`src/sv/bls_pkg.sv`:
```
// shared types and constants of the line stepper
package bls_pkg;

  // coordinate width and derived widths
  localparam int COORD_BITS = 12;
  localparam int DELTA_BITS = COORD_BITS + 1;
  localparam int TWICE_BITS = COORD_BITS + 1;
  localparam int ERR_BITS   = COORD_BITS + 3;
  localparam int COLOR_BITS = 32;

  // depth of the queue between front and back
  localparam int Q_DEPTH    = 2;
  localparam int PTR_BITS   = (Q_DEPTH > 1) ? $clog2(Q_DEPTH) : 1;
  localparam int CNT_BITS   = $clog2(Q_DEPTH + 1);

  typedef logic signed [COORD_BITS-1:0] coord_t;
  typedef logic        [COORD_BITS-1:0] mag_t;
  typedef logic        [COLOR_BITS-1:0] color_t;

  // operation codes of an input word
  typedef enum logic {
    OP_LOAD = 1'b0,
    OP_STEP = 1'b1
  } op_t;

  // stepping directions of a line
  typedef struct packed {
    logic incl;   // minor step also on zero error
    logic ydown;
    logic xdown;
    logic ymaj;
  } dir_t;

  // classified word held in the queue
  typedef struct packed {
    op_t    op;
    coord_t start_x;
    coord_t start_y;
    coord_t end_major;
    mag_t   major;
    mag_t   minor;
    dir_t   dir;
    color_t color;
  } entry_t;

  // queue status
  typedef struct packed {
    logic full;
    logic empty;
  } q_stat_t;

  // back end status
  typedef struct packed {
    logic busy;
    logic fire;
    logic last;
  } bk_stat_t;

endpackage

```
`src/sv/bls_in_if.sv`:
```
// input channel of the line stepper
interface bls_in_if import bls_pkg::*; ();
  logic   valid;
  logic   ready;
  logic   operation;
  coord_t x_start;
  coord_t y_start;
  coord_t x_end;
  coord_t y_end;
  color_t line_color;

  modport source (output valid, operation, x_start, y_start, x_end, y_end, line_color,
                  input ready);
  modport sink   (input valid, operation, x_start, y_start, x_end, y_end, line_color,
                  output ready);
endinterface

```
`src/sv/bls_out_if.sv`:
```
// result channel of the line stepper
interface bls_out_if import bls_pkg::*; ();
  logic   valid;
  logic   ready;
  coord_t pixel_x;
  coord_t pixel_y;
  color_t pixel_color;
  logic   last;

  modport source (output valid, pixel_x, pixel_y, pixel_color, last, input ready);
  modport sink   (input valid, pixel_x, pixel_y, pixel_color, last, output ready);
endinterface

```
`src/sv/bls_front.sv`:
```
// front end: accepts words and works out the line setup of a load
module bls_front import bls_pkg::*; (
  bls_in_if.sink   in_ch,
  input  q_stat_t  q_stat,
  output logic     push,
  output entry_t   entry
);

  logic signed [DELTA_BITS-1:0] dx;
  logic signed [DELTA_BITS-1:0] dy;
  logic        [DELTA_BITS-1:0] adx_w;
  logic        [DELTA_BITS-1:0] ady_w;
  mag_t                         adx;
  mag_t                         ady;
  logic                         xmaj;

  // accept whenever the queue has room
  assign in_ch.ready = !q_stat.full;
  assign push        = in_ch.valid && !q_stat.full;

  // deltas and their magnitudes
  always_comb begin
    dx    = DELTA_BITS'(in_ch.x_end) - DELTA_BITS'(in_ch.x_start);
    dy    = DELTA_BITS'(in_ch.y_end) - DELTA_BITS'(in_ch.y_start);
    adx_w = dx[DELTA_BITS-1] ? -dx : dx;
    ady_w = dy[DELTA_BITS-1] ? -dy : dy;
    adx   = adx_w[COORD_BITS-1:0];
    ady   = ady_w[COORD_BITS-1:0];
    xmaj  = (adx >= ady);
  end

  // classified word, ties go to x
  always_comb begin
    entry.op         = op_t'(in_ch.operation);
    entry.start_x    = in_ch.x_start;
    entry.start_y    = in_ch.y_start;
    entry.end_major  = xmaj ? in_ch.x_end : in_ch.y_end;
    entry.major      = xmaj ? adx : ady;
    entry.minor      = xmaj ? ady : adx;
    entry.dir.ymaj   = !xmaj;
    entry.dir.xdown  = dx[DELTA_BITS-1];
    entry.dir.ydown  = dy[DELTA_BITS-1];
    entry.dir.incl   = dx[DELTA_BITS-1] || (dx == '0);
    entry.color      = in_ch.line_color;
  end

endmodule

```
`src/sv/bls_queue.sv`:
```
// short queue between front and back end
module bls_queue import bls_pkg::*; (
  input  logic     clk,
  input  logic     rst_n,
  input  logic     push,
  input  entry_t   wr_entry,
  input  logic     pop,
  output entry_t   head,
  output q_stat_t  q_stat
);

  entry_t                slot_r [Q_DEPTH];
  logic   [PTR_BITS-1:0] wr_ptr_r;
  logic   [PTR_BITS-1:0] wr_ptr_nxt;
  logic   [PTR_BITS-1:0] rd_ptr_r;
  logic   [PTR_BITS-1:0] rd_ptr_nxt;
  logic   [CNT_BITS-1:0] count_r;
  logic   [CNT_BITS-1:0] count_nxt;
  logic                  do_push;
  logic                  do_pop;

  assign q_stat.full  = (count_r == CNT_BITS'(Q_DEPTH));
  assign q_stat.empty = (count_r == '0);
  assign do_push      = push && !q_stat.full;
  assign do_pop       = pop && !q_stat.empty;
  assign head         = slot_r[rd_ptr_r];

  // pointer and count update
  always_comb begin
    wr_ptr_nxt = wr_ptr_r;
    rd_ptr_nxt = rd_ptr_r;
    count_nxt  = count_r;
    if (do_push) begin
      wr_ptr_nxt = (wr_ptr_r == PTR_BITS'(Q_DEPTH - 1)) ? '0 : wr_ptr_r + 1'b1;
    end
    if (do_pop) begin
      rd_ptr_nxt = (rd_ptr_r == PTR_BITS'(Q_DEPTH - 1)) ? '0 : rd_ptr_r + 1'b1;
    end
    if (do_push && !do_pop) begin
      count_nxt = count_r + 1'b1;
    end else if (do_pop && !do_push) begin
      count_nxt = count_r - 1'b1;
    end
  end

  always_ff @(posedge clk) begin
    if (!rst_n) begin
      wr_ptr_r <= '0;
      rd_ptr_r <= '0;
      count_r  <= '0;
    end else begin
      wr_ptr_r <= wr_ptr_nxt;
      rd_ptr_r <= rd_ptr_nxt;
      count_r  <= count_nxt;
    end
  end

  // entry storage
  always_ff @(posedge clk) begin
    if (do_push) begin
      slot_r[wr_ptr_r] <= wr_entry;
    end
  end

endmodule

```
`src/sv/bls_back.sv`:
```
// back end: line state, error stepping and the result register
module bls_back import bls_pkg::*; (
  input  logic      clk,
  input  logic      rst_n,
  input  entry_t    head,
  input  q_stat_t   q_stat,
  output logic      pop,
  output bk_stat_t  bk_stat,
  bls_out_if.source out_ch
);

  coord_t                       cur_x_r, cur_x_nxt;
  coord_t                       cur_y_r, cur_y_nxt;
  coord_t                       end_major_r;
  logic signed [ERR_BITS-1:0]   err_r, err_nxt;
  logic        [TWICE_BITS-1:0] twice_major_r;
  logic        [TWICE_BITS-1:0] twice_minor_r;
  dir_t                         dir_r;
  logic                         busy_r, busy_nxt;
  color_t                       color_r;

  logic                         out_valid_r, out_valid_nxt;
  coord_t                       out_x_r;
  coord_t                       out_y_r;
  color_t                       out_color_r;
  logic                         out_last_r;

  logic                         is_load;
  logic                         fire;
  logic signed [ERR_BITS-1:0]   err_sub;
  logic                         move_minor;
  coord_t                       x_step;
  coord_t                       y_step;
  logic                         last;

  // take a word when the result register is free or being drained
  assign pop     = !q_stat.empty && (!out_valid_r || out_ch.ready);
  assign is_load = (head.op == OP_LOAD);
  assign fire    = pop && !is_load && busy_r;

  // one bresenham step
  always_comb begin
    err_sub    = err_r - $signed(ERR_BITS'(twice_minor_r));
    move_minor = dir_r.incl ? (err_sub[ERR_BITS-1] || (err_sub == '0))
                            : err_sub[ERR_BITS-1];
    err_nxt    = move_minor ? err_sub + $signed(ERR_BITS'(twice_major_r)) : err_sub;
    x_step     = dir_r.xdown ? cur_x_r - 1'b1 : cur_x_r + 1'b1;
    y_step     = dir_r.ydown ? cur_y_r - 1'b1 : cur_y_r + 1'b1;
    cur_x_nxt  = (!dir_r.ymaj || move_minor) ? x_step : cur_x_r;
    cur_y_nxt  = (dir_r.ymaj || move_minor) ? y_step : cur_y_r;
    last       = dir_r.ymaj ? (y_step == end_major_r) : (x_step == end_major_r);
    busy_nxt   = busy_r;
    if (pop && is_load) begin
      busy_nxt = (head.major != '0);
    end else if (fire && last) begin
      busy_nxt = 1'b0;
    end
  end

  // result register valid
  always_comb begin
    out_valid_nxt = out_valid_r;
    if (fire) begin
      out_valid_nxt = 1'b1;
    end else if (out_ch.ready) begin
      out_valid_nxt = 1'b0;
    end
  end

  always_ff @(posedge clk) begin
    if (!rst_n) begin
      busy_r      <= 1'b0;
      out_valid_r <= 1'b0;
    end else begin
      busy_r      <= busy_nxt;
      out_valid_r <= out_valid_nxt;
    end
  end

  // line state
  always_ff @(posedge clk) begin
    if (pop && is_load) begin
      cur_x_r       <= head.start_x;
      cur_y_r       <= head.start_y;
      end_major_r   <= head.end_major;
      err_r         <= $signed(ERR_BITS'(head.major));
      twice_major_r <= {head.major, 1'b0};
      twice_minor_r <= {head.minor, 1'b0};
      dir_r         <= head.dir;
      color_r       <= head.color;
    end else if (fire) begin
      cur_x_r <= cur_x_nxt;
      cur_y_r <= cur_y_nxt;
      err_r   <= err_nxt;
    end
  end

  // result payload
  always_ff @(posedge clk) begin
    if (fire) begin
      out_x_r     <= cur_x_r;
      out_y_r     <= cur_y_r;
      out_color_r <= color_r;
      out_last_r  <= last;
    end
  end

  assign out_ch.valid       = out_valid_r;
  assign out_ch.pixel_x     = out_x_r;
  assign out_ch.pixel_y     = out_y_r;
  assign out_ch.pixel_color = out_color_r;
  assign out_ch.last        = out_last_r;

  assign bk_stat.busy = busy_r;
  assign bk_stat.fire = fire;
  assign bk_stat.last = last;

endmodule

```
`src/sv/bresenham_line_stepper_unit.sv`:
```
// Bresenham line stepper: a load word latches start, end and color of a line
// and gives no pixel; each step word then gives one pixel, last set on the
// final one before the excluded end point. Steps with no line in progress are
// dropped. One word is taken per clock while the queue has room: the front
// end works out the deltas and octant of a load in the cycle it accepts it, a
// two-entry queue holds classified words, and the back end executes one word
// per clock while its result register is free or draining (one error
// subtract, add and compare). Words are registered in the queue, pixels in
// the result register; a stalled result port backs up queue, then input ready.
module bresenham_line_stepper_unit import bls_pkg::*; (
  input  logic      clk,
  input  logic      rst_n,
  bls_in_if.sink    in_chan,
  bls_out_if.source out_chan
);

  entry_t   wr_entry;
  entry_t   head;
  logic     push;
  logic     pop;
  q_stat_t  q_stat;
  bk_stat_t bk_stat;

  // word classification
  bls_front u_front (
    .in_ch  (in_chan),
    .q_stat (q_stat),
    .push   (push),
    .entry  (wr_entry)
  );

  // decoupling queue
  bls_queue u_queue (
    .clk      (clk),
    .rst_n    (rst_n),
    .push     (push),
    .wr_entry (wr_entry),
    .pop      (pop),
    .head     (head),
    .q_stat   (q_stat)
  );

  // stepping and result register
  bls_back u_back (
    .clk     (clk),
    .rst_n   (rst_n),
    .head    (head),
    .q_stat  (q_stat),
    .pop     (pop),
    .bk_stat (bk_stat),
    .out_ch  (out_chan)
  );

  // queue can never be both full and empty
  a_queue_sane: assert property (@(posedge clk) disable iff (!rst_n)
    !(q_stat.full && q_stat.empty))
    else $error("queue status inconsistent");

  // a pixel is only produced for a line in progress
  a_fire_busy: assert property (@(posedge clk) disable iff (!rst_n)
    bk_stat.fire |-> bk_stat.busy)
    else $error("pixel produced while idle");

  // the final pixel ends the line
  a_last_idle: assert property (@(posedge clk) disable iff (!rst_n)
    (bk_stat.fire && bk_stat.last) |=> !bk_stat.busy)
    else $error("line still busy after final pixel");

  // a produced pixel shows up on the result port next cycle
  a_fire_out: assert property (@(posedge clk) disable iff (!rst_n)
    bk_stat.fire |=> out_chan.valid)
    else $error("produced pixel not presented");

endmodule
```
`src/flat_wrapper.sv`:
```
// flat-port wrapper written by rule: the top's interface ports become plain ports
module bresenham_line_stepper_unit_flat import bls_pkg::*;
  (clk, rst_n, in_chan_valid, in_chan_operation, in_chan_x_start, in_chan_y_start, in_chan_x_end, in_chan_y_end, in_chan_line_color, in_chan_ready, out_chan_valid, out_chan_pixel_x, out_chan_pixel_y, out_chan_pixel_color, out_chan_last, out_chan_ready);
  bls_in_if in_chan_i ();
  bls_out_if out_chan_i ();
  input  logic clk;
  input  logic rst_n;
  input wire logic [$bits(in_chan_i.valid)-1:0] in_chan_valid;
  input wire logic [$bits(in_chan_i.operation)-1:0] in_chan_operation;
  input wire logic [$bits(in_chan_i.x_start)-1:0] in_chan_x_start;
  input wire logic [$bits(in_chan_i.y_start)-1:0] in_chan_y_start;
  input wire logic [$bits(in_chan_i.x_end)-1:0] in_chan_x_end;
  input wire logic [$bits(in_chan_i.y_end)-1:0] in_chan_y_end;
  input wire logic [$bits(in_chan_i.line_color)-1:0] in_chan_line_color;
  output wire logic [$bits(in_chan_i.ready)-1:0] in_chan_ready;
  output wire logic [$bits(out_chan_i.valid)-1:0] out_chan_valid;
  output wire logic [$bits(out_chan_i.pixel_x)-1:0] out_chan_pixel_x;
  output wire logic [$bits(out_chan_i.pixel_y)-1:0] out_chan_pixel_y;
  output wire logic [$bits(out_chan_i.pixel_color)-1:0] out_chan_pixel_color;
  output wire logic [$bits(out_chan_i.last)-1:0] out_chan_last;
  input wire logic [$bits(out_chan_i.ready)-1:0] out_chan_ready;
  assign in_chan_i.valid = in_chan_valid;
  assign in_chan_i.operation = in_chan_operation;
  assign in_chan_i.x_start = in_chan_x_start;
  assign in_chan_i.y_start = in_chan_y_start;
  assign in_chan_i.x_end = in_chan_x_end;
  assign in_chan_i.y_end = in_chan_y_end;
  assign in_chan_i.line_color = in_chan_line_color;
  assign in_chan_ready = in_chan_i.ready;
  assign out_chan_valid = out_chan_i.valid;
  assign out_chan_pixel_x = out_chan_i.pixel_x;
  assign out_chan_pixel_y = out_chan_i.pixel_y;
  assign out_chan_pixel_color = out_chan_i.pixel_color;
  assign out_chan_last = out_chan_i.last;
  assign out_chan_i.ready = out_chan_ready;
  bresenham_line_stepper_unit u_core (.clk(clk), .rst_n(rst_n), .in_chan(in_chan_i), .out_chan(out_chan_i));
endmodule
```
`config.mk`:
```
export PLATFORM = sky130hd
export DESIGN_NAME = bresenham_line_stepper_unit_flat
export DESIGN_NICKNAME = d
export VERILOG_FILES = /design/src/sv/bls_pkg.sv /design/src/sv/bls_in_if.sv /design/src/sv/bls_out_if.sv /design/src/sv/bls_front.sv /design/src/sv/bls_queue.sv /design/src/sv/bls_back.sv /design/src/sv/bresenham_line_stepper_unit.sv /design/src/flat_wrapper.sv
export SDC_FILE = /design/constraint.sdc
export NUM_CORES = 1
export LEC_CHECK = 0
export BUFFER_PORTS_ARGS = -buffer_cell sky130_fd_sc_hd__buf_2
export CAP_MARGIN = 25
export CORE_MARGIN = 5
export CORE_UTILIZATION = 30
export DETAILED_ROUTE_END_ITERATION = 10
export PLACE_DENSITY = 0.52
export RECOVER_POWER = 25
export SETUP_SLACK_MARGIN = 0.02
export SLEW_MARGIN = 20
export SYNTH_ARGS = -nofsm -noshare
export SYNTH_HDL_FRONTEND = slang
export SYNTH_SLANG_ARGS = --single-unit
```
`constraint.sdc`:
```
create_clock -name clk -period 8.8 [get_ports clk]
set_clock_uncertainty 0.2 [all_clocks]
set_input_delay 1.32 -clock clk [delete_from_list [all_inputs] [get_ports clk]]
set_output_delay 1.32 -clock clk [all_outputs]
set_load 0.05 [all_outputs]
```
==> results_dict.tcl, run 1 <==
set metrics [dict create \
    outcome "finished with violations" \
    failed_checks "max-capacitance violations, max-slew violations" \
    avgViaCountPerCell 4.874 \
    postRouteWirelength_um 43610 \
    setup_viol 0 \
    path_clk_slew_ns 0.06 \
    grt_pass1_vias 11450 \
    drc_errors 0 \
    portBuffers 143 \
    tns_ns 0 \
    synth_area_leaders "edfxtp_1 60%, ha_1 5.8%, mux2_2 5.0%, mux2i_1 3.0%, o21ai_0 2.0%" \
    p_total_mw 8.462 \
    grt_overflow_total 0 \
    period_needed_ns 6.651 \
    fp.coreArea_um2 59130 \
    grt_setup_unrepaired "false" \
    path_class "in -> reg" \
    tightest_slew_ns 1.863 \
    syn_nets 1500 \
    drive_gt1_share_pct 18.44 \
    gp_congestion 0.8284 \
    vdd_ir_drop_max_mv 0.1538 \
    first_pass_iters 5 \
    final_max_slew_viol_count 33 \
    synth_flop_cell "edfxtp_1" \
    cts_resized 0 \
    cts_tree "built" \
    fmax_mhz 150.4 \
    startpoint_type "input pin" \
    cts_buffer_depth 3 \
    die_h_um 254.7 \
    synth.avg_cell_area_um2 13.55 \
    drtIter0Drc 635 \
    fill_cells 5709 \
    crit_required_ns 8.85 \
    antenna_left 0 \
    antenna_found_initial 2 \
    pin_count 144 \
    mappedNetlistArea_um2 17960 \
    yosys_register_bits 369 \
    final-hold-violation-count 0 \
    synthArstFlopShare_pct 0 \
    drv_cap 1 \
    cp_max_fo 13 \
    min_period_over_period_pct 75.58 \
    ctsHtreeMaxLevel 2 \
    power.leakage_nw 7.587 \
    dp_hpwl_um 30410 \
    end_kind "register" \
    synth_common_cells "359 x edfxtp_1, 83 x ha_1, 83 x nor2_1, 82 x inv_1, 80 x mux2_2" \
    syn_to_final_growth_pct 16.02 \
    post_cts_buffers 0 \
    final_net_count 1659 \
    yosys_warnings 0 \
    vias 11140 \
    clk_latency_ns 0.56 \
    grt_max_degree 69 \
    netlist.area_leader.share_pct 60.01 \
    die_w_um 254.7 \
    cts_sinks 369 \
    crit_arrival_ns 6.70 \
    cts_buffers 40 \
    synth.most_common_cell "edfxtp_1" \
    cts_root_buffer "clkbuf_16" \
    synth_top_area_cell "edfxtp_1" \
    p_per_area_nw_per_um2 406.0 \
    hp-class "reg -> reg" \
    grtUsageTotal_pct 13.15 \
    antenna_cells 0 \
    grt_pass1_wl_um 66450 \
    netlist_instances 1326 \
    relSlewSlack_pct -24.37 \
    synth_seq_area_share_pct 61.13 \
    synthDistinctLibCells 78 \
    dieArea_um2 64870 \
    wl_per_cell_um 19.08 \
    fp-row-count 89 \
    start_util_pct 30.38 \
    synth_enable_flop_cells 359 \
    cts_hold_buf 0 \
]
==> worst max-delay path, cell delays in order <==
cell and delay, ns:
buf_2 0.10, inv_1 0.05, ha_1 0.22, fa_1 0.42, nor2b_1 0.16, o31a_1 0.19
o31ai_1 0.11, a2111oi_0 0.68, o21ai_0 0.22, a21oi_1 0.40, clkinv_1 0.35, a21oi_1 0.33
ha_1 0.28, a21oi_1 0.15, o21ai_0 0.11, a211oi_1 0.27, o21bai_1 0.12, a211oi_1 0.39
o21ai_4 0.10, inv_1 0.53, mux2i_1 0.21
==> final cells by class <==
| cell class | count | area (um^2) | share of cell area, % |
|---|---|---|---|
| Sequential cell | 369 | 10980 | 52.69 |
| Multi-Input combinational cell | 834 | 6534 | 31.35 |
| Clock buffer | 46 | 1045 | 5.013 |
| Tap cell | 773 | 967.2 | 4.641 |
| Timing Repair Buffer | 157 | 807.0 | 3.872 |
| Inverter | 83 | 314.1 | 1.507 |
| Clock inverter | 24 | 193.9 | 0.9305 |
==> where the power goes <==
group          switching, mW  internal (mW)
logic                   2.39           1.60
clock network          0.687          0.937
registers              0.201           2.65
==> final timing paths <==
check                       startpoint                                   end  slack (ns)  depth (start not counted)
min          u_core.u_back.color_r[13]  u_core.u_back.out_ch.pixel_color[13]        0.21                          0
min reg2reg  u_core.u_back.color_r[13]  u_core.u_back.out_ch.pixel_color[13]        0.21                          0
max reg2reg     u_core.u_back.err_r[1]              u_core.u_back.cur_y_r[5]        3.60                         14
max                   in_chan_y_end[0]          u_core.u_queue.slot_r[0][50]        2.15                         21
==> routing by layer <==
| metal | global-route usage [%] | vias to the layer above | share of wire (%) |
|---|---|---|---|
| met5 | 0 | - | 0.030 |
| li1 | - | 5392 | - |
| met4 | 3.754 | 2 | 2.2 |
| met2 | 22.31 | 222 | 49 |
| met3 | 2.549 | 54 | 4.7 |
| met1 | 17.25 | 5473 | 44 |
==> placed cells by master (no fill, tap or decap), drive strengths merged, types with 16 or more instances in the layout <==
master / instances
nand2: 32
xor2: 38
mux2: 80
inv: 85
a21oi: 61
a211oi: 17
nor2b: 16
o21a: 22
buf: 120
nor3: 21
nor2: 83
ha: 83
xnor2: 39
clkbuf: 83
mux2i: 54
clkinv: 19
o21ai: 72
edfxtp: 359
==> through the flow <==
stage | cell area (um^2) | worst slack, ns | std cells | utilization, % | hold slack (ns)
detailed placement | 19630 | 1.740 | 2215 | 33.19 | 0.2045
global route | 20840 | 1.774 | 2286 | 35.25 | 0.2265
CTS | 20860 | 2.315 | 2285 | 35.28 | 0.2101
global placement | 19610 | 2.013 | 2214 | 33.16 | 0.2010
finish | 20840 | 2.149 | 2286 | 35.25 | 0.2142
floorplan | 17960 | 2.540 | 1326 | - | 0.2003
==> registers in the layout (all words and copies together), names as in the netlist, 12 cells and up, named ones only <==
signal and flops:
u_core.u_back.color_r 32, u_core.u_back.cur_x_r 12, u_core.u_back.cur_y_r 12, u_core.u_back.end_major_r 12, u_core.u_back.err_r 15, u_core.u_back.out_ch.pixel_color 32
u_core.u_back.out_ch.pixel_x 12, u_core.u_back.out_ch.pixel_y 12, u_core.u_back.twice_major_r 12, u_core.u_back.twice_minor_r 12, u_core.u_queue.slot_r 194
==> cell families (layout without fill, tap and decap cells) <==
family / after synthesis / in the layout / synth area share (%)
compound gates: 282 / 282 / 10.73
xor+xnor: 77 / 77 / 3.754
flops: 369 / 369 / 61.13
simple gates: 252 / 252 / 7.265
mux: 134 / 134 / 8.024
fa+ha+maj: 89 / 89 / 6.450
buf+inv: 123 / 310 / 2.654
No activity file was read; power rests on OpenSTA's default activity.
==> run 2, diff against run 1 <==
==> constraint.sdc (replaced) <==
create_clock -name clk -period 6.2 [get_ports clk]
set_clock_uncertainty 0.2 [all_clocks]
set_input_delay 0.93 -clock clk [delete_from_list [all_inputs] [get_ports clk]]
set_output_delay 0.93 -clock clk [all_outputs]
set_load 0.05 [all_outputs]
==> run 2 against run 1 <==
Effect of this change: the run still ends with max-capacitance violations, max-slew violations left; wire length decreased by 1.4%; worst setup slack worse by 1.7 ns; sequential share of layout area is 0.33 points lower; clock-buffer cell count increased by 5; register-to-register slack worse by 2.2 ns; sequential power is 41% higher; power up 43%; combinational power is 43% higher; via count shrank 0.46%; first-iteration DRC count down 4.1%; clock power increased by 48%; utilization up 0.22 points.
==> results_dict.tcl, run 2 (synthesis results as in run 1) <==
set metrics [dict create \
    outcome "finished with violations" \
    failed_checks "max-capacitance violations, max-slew violations" \
    period_needed_ns 5.772 \
    dp_hpwl_um 30220 \
    cts_buffer_depth 3 \
    cts_buffers 40 \
    tightest_slew_ns 1.673 \
    drc_errors 0 \
    antenna_found_initial 0 \
    start_util_pct 30.38 \
    pin_count 144 \
    min_period_over_period_pct 93.09 \
    grt_pass1_wl_um 66100 \
    clk_latency_ns 0.56 \
    slowest_stage "a2111oi_1" \
    cpLargestDelayFamily "compound AO/OA/AOI/OAI gates" \
    drv_cap 1 \
    drive_gt1_share_pct 19.01 \
    grt_max_degree 69 \
    relSlewSlack_pct -11.67 \
    path_buf_inv 5 \
    dieArea_um2 64870 \
    die_h_um 254.7 \
    crit_arrival_ns 5.94 \
    path_clk_slew_ns 0.06 \
    avgViaCountPerCell 4.837 \
    final_max_slew_viol_count 32 \
    grt_setup_unrepaired "false" \
    crit_required_ns 6.37 \
    fill_cells 5665 \
    fp.coreArea_um2 59130 \
    cts_root_buffer "clkbuf_16" \
    p_total_mw 12.12 \
    portBuffers 143 \
    final-hold-violation-count 0 \
    first_pass_iters 5 \
    power.leakage_nw 7.648 \
    fin_hold_ws_ns 0.2169 \
    fp-row-count 89 \
    final_cell_mix "359 x edfxtp_1, 111 x buf_2, 83 x ha_1, 82 x nor2_1" \
    tns_ns 0 \
    cts_hold_buf 0 \
    grtUsageTotal_pct 13.08 \
    drtIter0Drc 609 \
    startpoint_type "input pin" \
    syn_to_final_growth_pct 16.74 \
    crit_path_cell_trace "buf_2 > inv_1 > ha_1 > fa_1 > nor2b_1 > o31a_1 > o31ai_1 > a2111oi_1 > o21ai_0 > a21oi_2 > buf_4 > nor2_1 > xnor2_1 > ha_1 > a21oi_1 > o21ai_0 > a211oi_1 > o21bai_1 > a211oi_1 > o21ai_4 > inv_1 > buf_4 > mux2i_1" \
    postRouteWirelength_um 43000 \
    wl_per_cell_um 18.75 \
    ctsHtreeMaxLevel 2 \
    gp_congestion 0.8217 \
    die_w_um 254.7 \
    cts_sinks 369 \
    path_class "in -> reg" \
    final_net_count 1666 \
    p_per_area_nw_per_um2 577.9 \
    cts_tree "built" \
    grt_pass1_vias 11300 \
    hp-class "reg -> reg" \
    grt_overflow_total 0 \
    largest_reg_flops 194 \
    setup_viol 0 \
    slowest_delay_ns 0.50 \
    largest-register "u_core.u_queue.slot_r" \
    vias 11090 \
    final_common_cell "edfxtp_1" \
    vdd_ir_drop_max_mv 0.2433 \
    antenna_left 0 \
    antenna_cells 0 \
    cp_max_fo 13 \
    place_area_um2 19690 \
    end_kind "register" \
    fin_area_um2 20970 \
    fmax_mhz 173.3 \
]
run 2: cell count changes in the layout (fill, tap and decap cells not counted), sizes merged:
cell,change
clkinv,-7
clkinvlp,+1
bufinv,+2
buf,+12
inv,-1
run 2: routing by layer:
| metal | vias to the layer above | GRT usage, % | wire length [um] |
|---|---|---|---|
| li1 | 5395 | - | - |
| met1 | 5470 | 17.23 | 19330 |
| met2 | 165 | 22.19 | 21060 |
| met3 | 62 | 2.560 | 1659 |
| met4 | 0 | 3.571 | 963 |
| met5 | - | 0 | 0 |
run 2: area by class of cell:
class                   count  area [um^2]  area share, %
flip-flops and latches    369        10980          52.36
multi-input cells         834         6535          31.16
clock buffers              51         1064          5.071
well taps                 773        967.2          4.612
repair buffers            164        878.3          4.188
inverters                  83        314.1          1.498
clock inverters            19        232.7          1.110
run 2: path summary, 6_finish.rpt:
kind	start	end	slack [ns]	depth (start not counted)
hold reg to reg	u_core.u_back.color_r[12]	u_core.u_back.out_ch.pixel_color[12]	0.22	0
hold / removal	u_core.u_back.color_r[12]	u_core.u_back.out_ch.pixel_color[12]	0.22	0
setup reg to reg	u_core.u_back.err_r[1]	u_core.u_back.err_r[11]	1.39	14
setup / recovery	in_chan_y_end[0]	u_core.u_queue.slot_r[0][57]	0.43	23
run 2: what timing repair did:
item                                    in CTS  in global routing
gates resized for setup                      0                  2
endpoints found under the setup margin       0                 50
setup buffers                                0                  0
run 2: where the power goes:
part           total (mW)  switching [mW]  internal (mW)
Combinational        5.69            3.40           2.30
Sequential           4.03           0.270           3.76
Clock                2.40           0.978           1.42
run 2: metrics by stage:
stage	instances	setup slack, ns	util (%)
detailed placement	2222	-0.2114	33.31
global placement	2221	0.002031	33.26
finish	2293	0.4281	35.47
floorplan	1326	0.3297	-
CTS	2292	0.3052	35.50
global route	2293	0.06275	35.47
run 2: worst reg2reg max path: stages, from the launching register on:
cell and delay (ns):
edfxtp_1 0.37, inv_1 0.06, ha_1 0.17, inv_1 0.06, fa_1 0.40, xor2_1 0.28, ha_1 0.32, a21o_1 0.20
a21o_1 0.22, a2111oi_0 0.75, nor3_1 0.13, a2111oi_0 0.78, xnor2_1 0.13, a221oi_1 0.38, nor2_1 0.07
